**config.mk**
```make
export PLATFORM = sky130hd
export DESIGN_NAME = prbs9_bit_error_checker_unit
export DESIGN_NICKNAME = d
export VERILOG_FILES = /design/src/sv/prbs9_chk_pkg.sv /design/src/sv/prbs9_chk_ibuf.sv /design/src/sv/prbs9_chk_core.sv /design/src/sv/prbs9_bit_error_checker_unit.sv
export SDC_FILE = /design/constraint.sdc
export NUM_CORES = 1
export LEC_CHECK = 0
export BUFFER_PORTS_ARGS = -buffer_cell sky130_fd_sc_hd__buf_2
export CAP_MARGIN = 15
export CORE_MARGIN = 2
export CORE_UTILIZATION = 55
export CTS_BUF_LIST = sky130_fd_sc_hd__clkbuf_2 sky130_fd_sc_hd__clkbuf_4 sky130_fd_sc_hd__clkbuf_8
export DETAILED_ROUTE_END_ITERATION = 10
export PLACE_DENSITY_LB_ADDON = 0.25
export SYNTH_ARGS = -nofsm -noshare
export SYNTH_HDL_FRONTEND = slang
export SYNTH_HIERARCHICAL = 1
export SYNTH_SLANG_ARGS = --single-unit
```
**constraint.sdc**
```tcl
create_clock -name clock -period 6.9 [get_ports clock]
set_input_delay 0.345 -clock clock [delete_from_list [all_inputs] [get_ports clock]]
set_output_delay 0.345 -clock clock [all_outputs]
set_load 0.02 [all_outputs]
```
**src/sv/prbs9_chk_pkg.sv**
```systemverilog
// ----------------------------------------------------------------------------
// PRBS9 checker package
// Shared item, result and status types plus register indexes and constants.
// ----------------------------------------------------------------------------
package prbs9_chk_pkg;

   localparam int unsigned LFSR_W      = 9;
   localparam int unsigned COUNT_W     = 16;
   localparam int unsigned TOTAL_W     = 32;
   localparam int unsigned WARMUP_W    = 8;
   localparam int unsigned CSR_ADDR_W  = 8;
   localparam int unsigned CSR_DATA_W  = 16;
   localparam int unsigned REQ_DATA_W  = 16;
   localparam int unsigned RSP_DATA_W  = 80;

   localparam int unsigned TAP_LOW     = 4;
   localparam int unsigned TAP_HIGH    = 8;

   localparam logic [COUNT_W-1:0]    MAX_BLOCK_BITS     = 16'd65535;
   localparam logic [COUNT_W-1:0]    BLOCK_LENGTH_RESET = 16'd1024;
   localparam logic [WARMUP_W-1:0]   WARMUP_RESET       = 8'd10;

   localparam logic [CSR_ADDR_W-1:0] REG_BLOCK_LENGTH  = 8'd0;
   localparam logic [CSR_ADDR_W-1:0] REG_WARMUP_BLOCKS = 8'd1;

   localparam logic FUNC_START = 1'b0;
   localparam logic FUNC_BIT   = 1'b1;

   typedef struct packed {
      logic              func;
      logic [LFSR_W-1:0] seed;
      logic              rx_bit;
   } item_type;

   typedef struct packed {
      logic [TOTAL_W-1:0] blocks_counted;
      logic [TOTAL_W-1:0] total_errors;
      logic               counted;
      logic [COUNT_W-1:0] block_errors;
   } result_type;

   typedef struct packed {
      logic main_valid;
      logic skid_valid;
   } ibuf_stat_type;

endpackage

```
**src/sv/prbs9_chk_ibuf.sv**
```systemverilog
// ----------------------------------------------------------------------------
// PRBS9 checker input buffer
// Two-entry skid buffer; the upstream ready comes straight from a register.
// ----------------------------------------------------------------------------
module prbs9_chk_ibuf (
   input  logic                     clock,
   input  logic                     reset,
   input  logic                     in_valid,
   output logic                     in_ready,
   input  prbs9_chk_pkg::item_type  in_item,
   output logic                     head_valid,
   output prbs9_chk_pkg::item_type  head_item,
   input  logic                     head_take,
   output prbs9_chk_pkg::ibuf_stat_type stat
);
   import prbs9_chk_pkg::*;

   logic     main_valid_ff, main_valid_in;
   logic     skid_valid_ff, skid_valid_in;
   item_type main_ff, main_in;
   item_type skid_ff, skid_in;
   logic     accept;
   logic     pop;

   assign in_ready = !skid_valid_ff;
   assign accept   = in_valid && !skid_valid_ff;
   assign pop      = main_valid_ff && head_take;

   always_comb begin
      main_valid_in = main_valid_ff;
      skid_valid_in = skid_valid_ff;
      main_in       = main_ff;
      skid_in       = skid_ff;
      if (skid_valid_ff) begin
         if (pop) begin
            main_in       = skid_ff;
            skid_valid_in = 1'b0;
         end
      end else if (accept) begin
         if (!main_valid_ff || pop) begin
            main_in       = in_item;
            main_valid_in = 1'b1;
         end else begin
            skid_in       = in_item;
            skid_valid_in = 1'b1;
         end
      end else if (pop) begin
         main_valid_in = 1'b0;
      end
   end

   always_ff @(posedge clock) begin
      if (reset) begin
         main_valid_ff <= 1'b0;
         skid_valid_ff <= 1'b0;
      end else begin
         main_valid_ff <= main_valid_in;
         skid_valid_ff <= skid_valid_in;
      end
      main_ff <= main_in;
      skid_ff <= skid_in;
   end

   assign head_valid      = main_valid_ff;
   assign head_item       = main_ff;
   assign stat.main_valid = main_valid_ff;
   assign stat.skid_valid = skid_valid_ff;

endmodule

```
**src/sv/prbs9_chk_core.sv**
```systemverilog
// ----------------------------------------------------------------------------
// PRBS9 checker core
// LFSR step, compare, block counting, totals and the result register.
// ----------------------------------------------------------------------------
module prbs9_chk_core (
   input  logic                                   clock,
   input  logic                                   reset,
   input  logic                                   csr_we,
   input  logic [prbs9_chk_pkg::CSR_ADDR_W-1:0]   csr_addr,
   input  logic [prbs9_chk_pkg::CSR_DATA_W-1:0]   csr_wdata,
   input  logic                                   head_valid,
   input  prbs9_chk_pkg::item_type                head_item,
   output logic                                   head_take,
   output logic                                   out_valid,
   output prbs9_chk_pkg::result_type              out_result,
   input  logic                                   out_ready
);
   import prbs9_chk_pkg::*;

   logic [COUNT_W-1:0]  block_length_ff, block_length_in;
   logic [LFSR_W-1:0]   lfsr_ff, lfsr_in;
   logic [COUNT_W-1:0]  pos_ff, pos_in;
   logic [COUNT_W-1:0]  errs_ff, errs_in;
   logic [WARMUP_W-1:0] warmup_left_ff, warmup_left_in;
   logic [TOTAL_W-1:0]  err_total_ff, err_total_in;
   logic [TOTAL_W-1:0]  blk_total_ff, blk_total_in;
   logic                out_valid_ff, out_valid_in;
   result_type          result_ff, result_in;

   logic                ref_bit;
   logic [COUNT_W-1:0]  pos_next;
   logic [COUNT_W-1:0]  errs_next;
   logic [COUNT_W-1:0]  eff_len;
   logic                is_bit;
   logic                done;
   logic                out_free;
   logic [TOTAL_W:0]    err_sum;

   assign ref_bit   = lfsr_ff[TAP_LOW] ^ lfsr_ff[TAP_HIGH];
   assign pos_next  = (pos_ff == '1) ? pos_ff : pos_ff + 1'b1;
   assign errs_next = ((ref_bit != head_item.rx_bit) && (errs_ff != '1)) ?
                      errs_ff + 1'b1 : errs_ff;

   always_comb begin
      if (block_length_ff == '0) begin
         eff_len = {{(COUNT_W-1){1'b0}}, 1'b1};
      end else if (block_length_ff > MAX_BLOCK_BITS) begin
         eff_len = MAX_BLOCK_BITS;
      end else begin
         eff_len = block_length_ff;
      end
   end

   assign is_bit    = (head_item.func == FUNC_BIT);
   assign done      = is_bit && (pos_next >= eff_len);
   assign out_free  = !out_valid_ff || out_ready;
   assign head_take = head_valid && (!done || out_free);
   assign err_sum   = {1'b0, err_total_ff} + {{(TOTAL_W-COUNT_W+1){1'b0}}, errs_next};

   always_comb begin
      block_length_in = block_length_ff;
      lfsr_in         = lfsr_ff;
      pos_in          = pos_ff;
      errs_in         = errs_ff;
      warmup_left_in  = warmup_left_ff;
      err_total_in    = err_total_ff;
      blk_total_in    = blk_total_ff;
      out_valid_in    = out_valid_ff && !out_ready;
      result_in       = result_ff;

      if (head_take) begin
         if (!is_bit) begin
            lfsr_in = head_item.seed;
            pos_in  = '0;
            errs_in = '0;
         end else begin
            lfsr_in = {lfsr_ff[LFSR_W-2:0], ref_bit};
            pos_in  = pos_next;
            errs_in = errs_next;
            if (done) begin
               result_in.block_errors = errs_next;
               if (warmup_left_ff != '0) begin
                  warmup_left_in    = warmup_left_ff - 1'b1;
                  result_in.counted = 1'b0;
               end else begin
                  err_total_in      = err_sum[TOTAL_W] ? '1 : err_sum[TOTAL_W-1:0];
                  blk_total_in      = (blk_total_ff == '1) ? blk_total_ff :
                                      blk_total_ff + 1'b1;
                  result_in.counted = 1'b1;
               end
               result_in.total_errors   = err_total_in;
               result_in.blocks_counted = blk_total_in;
               out_valid_in             = 1'b1;
               pos_in                   = '0;
               errs_in                  = '0;
            end
         end
      end

      if (csr_we) begin
         unique case (csr_addr)
            REG_BLOCK_LENGTH:  block_length_in = csr_wdata;
            REG_WARMUP_BLOCKS: warmup_left_in  = csr_wdata[WARMUP_W-1:0];
            default: ;
         endcase
      end
   end

   always_ff @(posedge clock) begin
      if (reset) begin
         block_length_ff <= BLOCK_LENGTH_RESET;
         lfsr_ff         <= '0;
         pos_ff          <= '0;
         errs_ff         <= '0;
         warmup_left_ff  <= WARMUP_RESET;
         err_total_ff    <= '0;
         blk_total_ff    <= '0;
         out_valid_ff    <= 1'b0;
      end else begin
         block_length_ff <= block_length_in;
         lfsr_ff         <= lfsr_in;
         pos_ff          <= pos_in;
         errs_ff         <= errs_in;
         warmup_left_ff  <= warmup_left_in;
         err_total_ff    <= err_total_in;
         blk_total_ff    <= blk_total_in;
         out_valid_ff    <= out_valid_in;
      end
      result_ff <= result_in;
   end

   assign out_valid  = out_valid_ff;
   assign out_result = result_ff;

endmodule

```
**src/sv/prbs9_bit_error_checker_unit.sv**
```systemverilog
// ----------------------------------------------------------------------------
// PRBS9 bit error checker
// Checks received bits against x^9+x^5+1 and reports per-block error counts.
// ----------------------------------------------------------------------------
// Usage:
//   req channel: tuser = func (0 starts a block and loads the seed,
//   1 carries one received bit); tdata = seed[8:0], rx_bit[9].
//   rsp channel: one item at the end of each block with the block error
//   count, the counted flag and the saturating totals.
//   csr port: index 0 block_length, index 1 warmup_blocks (also restarts the
//   warm-up). Write only while no item is in flight.
// Timing:
//   One item per cycle unless a block-ending item waits on a held result.
//   Items are registered in the input buffer, results in the result
//   register. The LFSR step and compare are combinational. req_tready
//   comes from a register of the two-entry input skid buffer.
// Reset:
//   Sync, active high: block_length 1024, warm-up 10, LFSR, counters and
//   totals zero, both channels empty.
// Stall:
//   While rsp_tready is low a result is held; bit items without a result
//   keep flowing, and the input buffer fills before req_tready drops.
// ----------------------------------------------------------------------------
module prbs9_bit_error_checker_unit (
   input  logic                                  clock,
   input  logic                                  reset,
   input  logic                                  req_tvalid,
   output logic                                  req_tready,
   input  logic [prbs9_chk_pkg::REQ_DATA_W-1:0]  req_tdata,  // seed[8:0], rx_bit[9], zeros
   input  logic                                  req_tuser,  // func
   output logic                                  rsp_tvalid,
   input  logic                                  rsp_tready,
   output logic [prbs9_chk_pkg::RSP_DATA_W-1:0]  rsp_tdata,  // block_errors, total_errors, blocks_counted
   output logic                                  rsp_tuser,  // counted
   input  logic                                  csr_we,
   input  logic [prbs9_chk_pkg::CSR_ADDR_W-1:0]  csr_addr,
   input  logic [prbs9_chk_pkg::CSR_DATA_W-1:0]  csr_wdata
);
   import prbs9_chk_pkg::*;

   item_type      in_item;
   item_type      head_item;
   logic          head_valid;
   logic          head_take;
   result_type    result;
   ibuf_stat_type ibuf_stat;

   assign in_item.func   = req_tuser;
   assign in_item.seed   = req_tdata[LFSR_W-1:0];
   assign in_item.rx_bit = req_tdata[LFSR_W];

   prbs9_chk_ibuf u_ibuf (
      .clock      (clock),
      .reset      (reset),
      .in_valid   (req_tvalid),
      .in_ready   (req_tready),
      .in_item    (in_item),
      .head_valid (head_valid),
      .head_item  (head_item),
      .head_take  (head_take),
      .stat       (ibuf_stat)
   );

   prbs9_chk_core u_core (
      .clock      (clock),
      .reset      (reset),
      .csr_we     (csr_we),
      .csr_addr   (csr_addr),
      .csr_wdata  (csr_wdata),
      .head_valid (head_valid),
      .head_item  (head_item),
      .head_take  (head_take),
      .out_valid  (rsp_tvalid),
      .out_result (result),
      .out_ready  (rsp_tready)
   );

   assign rsp_tdata = {result.blocks_counted, result.total_errors, result.block_errors};
   assign rsp_tuser = result.counted;

`ifndef SYNTHESIS
   a_skid_needs_main: assert property (@(posedge clock) disable iff (reset)
      ibuf_stat.skid_valid |-> ibuf_stat.main_valid)
      else $error("skid entry held while main entry empty");

   a_counted_nonzero: assert property (@(posedge clock) disable iff (reset)
      rsp_tvalid && rsp_tuser |-> rsp_tdata[79:48] != 32'd0)
      else $error("counted block reports zero blocks_counted");

   a_blocks_monotonic: assert property (@(posedge clock) disable iff (reset)
      rsp_tvalid && rsp_tready ##1 rsp_tvalid |->
         rsp_tdata[79:48] >= $past(rsp_tdata[79:48]))
      else $error("blocks_counted went backwards");
`endif

endmodule
```
# After elaboration in Yosys (flattened, before gate mapping)

Cells that the tools add are included.

Register bits after elaboration: 235
Input port bits: 46
Output and inout port bits: 83
Word-level logic and storage cells: 96

Add/sub/neg operators: 5
$lt $le $gt $ge: 2
Equality and inequality tests: 7
Multiplexer cells: 34
Bitwise gates (word level): 3
Reductions and logical operators: 25

Operators by type and width:

| operator                                                           | number |
|---|---|
| 16-bit 2-to-1 mux                                                  | 8 |
| 32-bit 2-to-1 mux                                                  | 4 |
| 8-bit 2-to-1 mux                                                   | 6 |
| 11-bit 2-to-1 mux                                                  | 4 |
| 32-bit by 16-bit adder with 33-bit output                          | 1 |
| 16-bit by 1-bit adder with 16-bit output, second input constant    | 2 |
| 32-bit by 1-bit adder with 32-bit output, second input constant    | 1 |
| 32-bit == test, second input constant                              | 1 |
| 16-bit == test, second input constant                              | 1 |
| 16-bit >= comparator                                               | 1 |
| 16-bit > comparator, second input constant                         | 1 |
| 16-bit zero test                                                   | 1 |
| 16-bit inequality test, second input constant                      | 1 |
| 3-bit AND reduction                                                | 4 |
| 1-bit 2-to-1 mux                                                   | 11 |
| 9-bit 2-to-1 mux                                                   | 1 |
| 8-bit by 1-bit == test with 1-bit output, second input constant    | 1 |
| 8-bit zero test                                                    | 1 |
| 8-bit nonzero test                                                 | 1 |
| 8-bit by 1-bit subtractor with 8-bit output, second input constant | 1 |
| 1-bit logical AND                                                  | 6 |
| 2-bit nonzero test                                                 | 3 |
| 1-bit zero test                                                    | 5 |
| 2-bit inequality test, second input constant                       | 2 |
| 5 further kinds                                                    | 8 |

# Logic depth before layout (Yosys ltp)

Gate-level depths: netlist of run 1.

Depth after elaboration: 13
Gate-level depth with buffers: 19

# Modules after synthesis

The synthesis of run 1 kept the hierarchy.

By module, submodules not included:

| module         | instances | cells each | area an instance (um^2) | seq. area each (um^2) |
|---|---|---|---|---|
| prbs9_chk_core | 1         | 1149       | 10879.2                 | 5034.8 |
| prbs9_chk_ibuf | 1         | 50         | 972.2                   | 700.7 |

# Least setup slack after synthesis of run 1

OpenSTA, ideal clock, no wires.

Path type: register to register
Start point: register u_core.pos_ff[3]
End point: register u_core.err_total_ff[10]
Library setup time: 0.293 ns
Data arrival time: 6.110 ns
Data required time: 6.607 ns
Path slack: 0.497 ns
Stages on the path, launching flop included: 19
Clock period less this slack: 6.403 ns
Cells stage by stage: dfxtp_1 -> clkbuf_1 -> and4_1 -> and4_1 -> nand3_1 -> nand2b_1 -> clkbuf_1 -> nor2_1 -> xor2_1 -> ha_1 -> and3_1 -> nand3_1 -> a2111oi_0 -> a2111o_1 -> clkbuf_1 -> nand2_1 -> inv_1 -> clkbuf_1 -> a221oi_1

Longest elaborated chain between the ends: 8
Elaborated cells between the ends (all ways): 9
Classes of those cells: add/sub (1); order compare (1); eq/ne (1); mux (1); reduce/logical (5)

Ends and longest elaborated chain:

| item                                                                       | line                  | source |
|---|---|---|
| start: declaration                                                         | prbs9_chk_core.sv:22  | `logic [COUNT_W-1:0] pos_ff, pos_in;` |
| start signal: assignment                                                   | prbs9_chk_core.sv:122 | `pos_ff <= pos_in;` |
| 16-bit by 1-bit adder with 16-bit output or 16-bit == test (tied branches) | prbs9_chk_core.sv:40  | `assign pos_next = (pos_ff == '1) ? pos_ff : pos_ff + 1'b1;` |
| 16-bit 2-to-1 mux *                                                        | prbs9_chk_core.sv:40  |  |
| 16-bit >= comparator *                                                     | prbs9_chk_core.sv:55  | `assign done = is_bit && (pos_next >= eff_len);` |
| 1-bit logical AND *                                                        | prbs9_chk_core.sv:55  |  |
| 1-bit zero test                                                            | prbs9_chk_core.sv:57  | `assign head_take = head_valid && (!done \|\| out_free);` |
| 1-bit logical OR                                                           | prbs9_chk_core.sv:57  |  |
| 1-bit logical AND                                                          | prbs9_chk_core.sv:57  |  |
| 3-bit AND reduction (no source line) *                                     | n/a                   |  |
| end signal: assignment                                                     | prbs9_chk_core.sv:125 | `err_total_ff <= err_total_in;` |
| end: declaration                                                           | prbs9_chk_core.sv:25  | `logic [TOTAL_W-1:0] err_total_ff, err_total_in;` |

Every way passes the cells marked *; elsewhere a longest branch is shown, timed or not.
A chain may end at the register's enable or synchronous reset.

# Final worst setup path of run 1

Start point: register u_core.pos_ff[3]
End point: register u_core.blk_total_ff[30]

Longest elaborated chain between the ends: 8
Elaborated cells between the ends (all ways): 9
Classes of those cells: add/sub (1); order compare (1); eq/ne (1); mux (1); reduce/logical (5)

Ends and longest elaborated chain:

| item                                                                       | line                  | source |
|---|---|---|
| 16-bit by 1-bit adder with 16-bit output or 16-bit == test (tied branches) | prbs9_chk_core.sv:40  |  |
| 16-bit 2-to-1 mux *                                                        | prbs9_chk_core.sv:40  |  |
| 16-bit >= comparator *                                                     | prbs9_chk_core.sv:55  |  |
| 1-bit logical AND *                                                        | prbs9_chk_core.sv:55  |  |
| 1-bit zero test                                                            | prbs9_chk_core.sv:57  |  |
| 1-bit logical OR                                                           | prbs9_chk_core.sv:57  |  |
| 1-bit logical AND                                                          | prbs9_chk_core.sv:57  |  |
| 3-bit AND reduction (no source line) *                                     | n/a                   |  |
| end signal: assignment                                                     | prbs9_chk_core.sv:126 | `blk_total_ff <= blk_total_in;` |
| end: declaration                                                           | prbs9_chk_core.sv:26  | `logic [TOTAL_W-1:0] blk_total_ff, blk_total_in;` |

Marks and branches as above.

==> results.toml, run 1 <==
[finish]
num_antenna_cells = 0
multi_input_area_mm2 = 0.00561
nets = 1401
syn2layout_area_growth_pct = 14.4
seqCellArea_mm2 = 0.00574
finalInstanceArea_mm2 = 0.0135
drive_gt1_frac = 0.178
utilization = 0.642
n_fill_cell = 1726

[route]
firstDrtPassIters = 5
drt-vias-per-instance = 5.81
wirelength_mm = 26.1
via_count = 9431
drc = 0
wl_per_cell_um = 16.1
first_iter_violations = 584
postRouteAntennaNets = 0

[power_and_ir_drop]
p_per_area_mw_per_mm2 = 218
total_power_w = 0.00295
irDropWorstVdd_mv = 0.198
p_leak_nw = 5.44

[timing]
finalSetupViolCount = 0
finalCriticalPeriod_ps = 5540
maxSlewViolCount = 0
fmax_mhz = 180
maxSlewHeadroom = 0.298
tightestPinTransition_ps = 1050
hold_viol_final = 0
finalSetupTns_ps = 0
rsz0062_at_grt = "false"
finClkSkew_ps = 12.6
post-route-worst-setup-slack_ps = 1360
period_share = 0.803

[floorplan]
initial_core_util = 0.561
dieWidth_um = 151
std_cell_rows = 53
dieArea_mm2 = 0.0227
core_mm2 = 0.0211
die_h_um = 151
ioPinCount = 129

[logic_synthesis]
syn_area_per_cell_um2 = 9.89
syn_inst = 1197
syn_area_mm2 = 0.0118
syn_nets = 1280
ys_warn_count = 6

[placed_design]
place_ws_ps = 1480
place_congestion = 0.848
dpl_cell_area_mm2 = 0.0126
dp_hpwl_mm = 17.8
port_buffers = 122

[min_path]
holdCritStartpoint = "csr_wdata[10]"
min_path_type = "primary input to flop"

[clocking]
cts-buffers-inserted = 39
clock_latency_ps = 530
htree_num_levels = 2
cts_tree = "yes"
cts_root_buffer = "clkbuf_8"
cts-resized-gates = 0
clkSlewWorstSetupHoldPaths_ps = 60
cts_buffer_depth = 3
cts_sinks = 235

[grt]
grt_overflow = 0
track_usage = 0.231
grt_max_degree = 79
antenna_found_initial = 0
grt_pass1_wl_mm = 42.7
grt_pass1_vias = 8950

[critical_path]
crit_type = "flop to flop"
cp.required_ps = 7320
crit_path_max_fanout = 65
crit_arrival_ps = 5970
cp-start-kind = "flop"
crit_path_start = "u_core/pos_ff[3]"
worst_setup_path_end_kind = "flop"
r2r-start = "u_core/pos_ff[3]"

[status]
status = "finished, final reports clean"

[job]
drv_cap = 0
## per-layer routing
layer  track usage  share of wire  vias to the layer above  wire, um
met5             0              0                        -         0
met4        0.0902          0.028                        0       738
met3        0.0461          0.065                       56      1690
met2         0.356           0.45                      313     11700
met1         0.321           0.46                     4403     12000
li1              -              -                     4659         -
## flip-flops by register name (all words and copies together) (netlist names)
signal / cells
u_ibuf/head_valid: 1
u_core/errs_ff: 16
u_ibuf/skid_valid_ff: 1
u_core/lfsr_ff: 9
u_core/out_result: 81
u_core/err_total_ff: 32
u_ibuf/head_item: 11
u_core/pos_ff: 16
u_core/warmup_left_ff: 8
u_core/block_length_ff: 16
u_core/out_valid: 1
u_core/blk_total_ff: 32
u_ibuf/skid_ff: 11
## critical path, cell delays in order, from the launching register on
cell and delay, ps:
dfxtp_1 470, and4_1 280, and4_1 250, nand3_1 250, nand2b_1 390, nor2_1 130
xor2_1 160, ha_1 300, and3_1 180, nand3_1 110, a2111oi_0 580, a2111o_1 500
nand2_1 420, inv_4 560, buf_12 390, nand3_1 140, mux2_2 280
## where the power goes
| group | total [W] | internal (W) | leakage [nW] | switching, W |
|---|---|---|---|---|
| Clock | 0.00128 | 0.000723 | 0.434 | 0.000553 |
| Combinational | 0.000171 | 0.0000725 | 2.86 | 0.0000984 |
| Sequential | 0.00150 | 0.00148 | 2.14 | 0.0000276 |
## per-stage QoR
step / instances / hold slack, ps
after floorplan: 1197 / 423
after global routing: 1624 / 42.1
after CTS: 1624 / 20.0
final: 1624 / 41.4
after detailed placement: 1541 / 480
after global placement: 1541 / 470
## timing repair
action / in CTS / in global routing
hold buffers: 11 / 0
hold endpoints to repair: 11 / 0
buffers inserted: 0 / 0
## path summary, 6_finish.rpt
path | endpoint | slack [ps] | cells past startpoint
max | u_core/blk_total_ff[30] | 1360 | 16
min reg2reg | u_core/pos_ff[9] | 490 | 1
min | u_core/block_length_ff[10] | 40 | 3
max reg2reg | u_core/blk_total_ff[30] | 1360 | 16
## layout make-up
cell class	instances	share of cell area
multi-input combinational	840	0.414
tap	275	0.0254
clock inverter	21	0.0131
timing repair buffer	145	0.0608
clock buffer	51	0.0472
inverter	57	0.0160
sequential	235	0.423
## cells in the final DEF (no fill, tap or decap), types with 10 or more instances in the layout
master / n
a211oi_1: 15
a21oi_1: 79
a221oi_1: 13
a22o_1: 13
a31oi_1: 31
and3_1: 12
and4_1: 16
buf_2: 122
buf_4: 11
clkbuf_4: 10
clkbuf_8: 41
dfxtp_1: 132
dlygate4sd3_1: 11
edfxtp_1: 103
ha_1: 36
inv_1: 56
mux2_2: 12
mux2i_1: 30
nand2_1: 96
nand2b_1: 10
nand3_1: 47
nand4_1: 30
nor2_1: 115
nor3_1: 20
o21ai_0: 27
xnor2_1: 48
xor2_1: 52
(Power assumes the default switching activity.)
==> run 2, diff against run 1 <==
CORE_UTILIZATION = 61   (was 55)
clock period = 5.19 ns   (was 6.9 ns; I/O delays follow)
==> run 2 against run 1 <==
Effect of this change:
- non-clock buffer count is 21 higher
- total power up 36%
- via count up 1.7%
- clock skew about the same
- sequential power rose by 33%
- sequential share of layout area down 0.70 points
- largest cell class unchanged
- setup slack worse by 950 ps
==> results.toml, run 2 (same netlist as run 1, synthesis figures left out) <==
[power_and_ir_drop]
pwr-share-clk = 0.440
seqPwrFrac = 0.498
p_int_w = 0.00309
irDropWorstVdd_mv = 0.201
power.share.combinational = 0.062
p_sw_frac = 0.230
p_switching_w = 0.000923
p_leak_nw = 5.56
p_per_area_mw_per_mm2 = 291

[route]
drc = 0
postRouteAntennaNets = 0
wl_per_cell_um = 16.9
via_count = 9596
wirelength_mm = 27.5
first_iter_violations = 676
drt-vias-per-instance = 5.89
firstDrtPassIters = 5

[finish]
syn2layout_area_growth_pct = 16.4
finalInstanceArea_mm2 = 0.0138
n_fill_cell = 1403
final_common_cell = "dfxtp_1"
num_antenna_cells = 0
drive_gt1_frac = 0.187
nets = 1422
final_cell_mix = "132 x dfxtp_1, 122 x buf_2, 114 x nor2_1"
largest_reg_flops = 81

[timing]
maxSlewViolCount = 0
rsz0062_at_grt = "false"
tightestPinTransition_ps = 780
period_share = 0.921
maxSlewHeadroom = 0.479
finalCriticalPeriod_ps = 4780
fmax_mhz = 209
finalSetupTns_ps = 0
finClkSkew_ps = 12.4
finalSetupViolCount = 0
hold_viol_final = 0

[clocking]
cts_buffer_depth = 3
cts_tree = "yes"
cts_sinks = 235
htree_num_levels = 2
cts_root_buffer = "clkbuf_8"
clock_latency_ps = 540
post_cts_buffers = 0
clkSlewWorstSetupHoldPaths_ps = 60
cts-buffers-inserted = 39

[critical_path]
path_cells = "nand4_1, nor3_2, a41oi_2, and4_1, and2_1, xor2_1, ha_1, a21oi_1, o21ai_0, a2111oi_0, a21oi_1, o21ai_0, xor2_1, nand2_1"
crit_path_start = "u_core/errs_ff[4]"
slowest_delay_ps = 500
worst_setup_path_end_kind = "flop"
crit_family = "compound AO/OA/AOI/OAI gates"
cp-start-kind = "flop"
r2r-start = "u_core/errs_ff[4]"
cp.required_ps = 5480
path_buf_inv = 0
crit_type = "flop to flop"
crit_path_max_fanout = 9
crit_arrival_ps = 5070
critPathSlowestCell = "a2111oi_0"

[min_path]
min_path_type = "primary input to flop"
holdCritStartpoint = "req_tvalid"

[placed_design]
dp_hpwl_mm = 18.0
port_buffers = 122
place_congestion = 0.869
dpl_cell_area_mm2 = 0.0126

[grt]
grt_pass1_wl_mm = 44.1
track_usage = 0.266
grt_pass1_vias = 9029
antenna_found_initial = 0
grt_max_degree = 70
grt_overflow = 0

[floorplan]
dieArea_mm2 = 0.0205
die_h_um = 143
core_mm2 = 0.0189
initial_core_util = 0.626
std_cell_rows = 50
dieWidth_um = 143
ioPinCount = 129

[status]
status = "finished, final reports clean"

[job]
drv_cap = 0
-- run 2: power groups by stage --
stage	Combinational [W]	Clock, W	Sequential, W
2_1_floorplan	0.000167	0	0.00202
3_3_place_gp	0.000216	0	0.00203
3_5_place_dp	0.000222	0	0.00204
4_1_cts	0.000242	0.00180	0.00200
5_1_grt	0.000269	0.00188	0.00200
6_report	0.000247	0.00177	0.00200
-- run 2: layer usage --
metal,track usage,part of all wire,up-vias
met1,0.352,0.43,4527
li1,-,-,4685
met3,0.0463,0.062,59
met2,0.443,0.48,325
met5,0,0,-
met4,0.0960,0.028,0
-- run 2: timing repair --
item / CTS / global route
setup endpoints to repair: 0 / 43
hold buffers: 27 / 0
resized for setup: 0 / 5
endpoints found under the hold margin: 30 / 0
-- run 2: tightest hold or removal path, cell delays in order --
cell and delay [ps]:
buf_2 120, inv_1 70, o32ai_2 80
-- run 2: final cells by class --
class	instances	area [um^2]	share of cell area
inverters	57	216	0.0157
multi-input cells	840	5630	0.409
clock inverters	12	116	0.00845
flip-flops and latches	235	5740	0.416
well taps	260	325	0.0236
clock buffers	60	744	0.0540
repair buffers	166	1010	0.0732
-- run 2: final timing paths --
check | to | slack, ps | cells past startpoint
max | u_core/out_result[44] | 410 | 14
min | u_ibuf/head_valid | 40 | 3
max reg2reg | u_core/out_result[44] | 410 | 14
min reg2reg | u_core/lfsr_ff[6] | 500 | 2
-- run 2: through the flow --
| step | hold slack, ps | util | std cells | setup slack [ps] | total power [W] |
|---|---|---|---|---|---|
| floorplan | 338 | - | 1197 | 208 | 0.00219 |
| global placement | 454 | 0.668 | 1531 | 516 | 0.00225 |
| detailed placement | 455 | 0.668 | 1531 | 304 | 0.00226 |
| CTS | 14.7 | 0.728 | 1630 | 301 | 0.00404 |
| global route | 24.5 | 0.729 | 1630 | 26.6 | 0.00415 |
| finish | 42.3 | 0.729 | 1630 | 408 | 0.00401 |
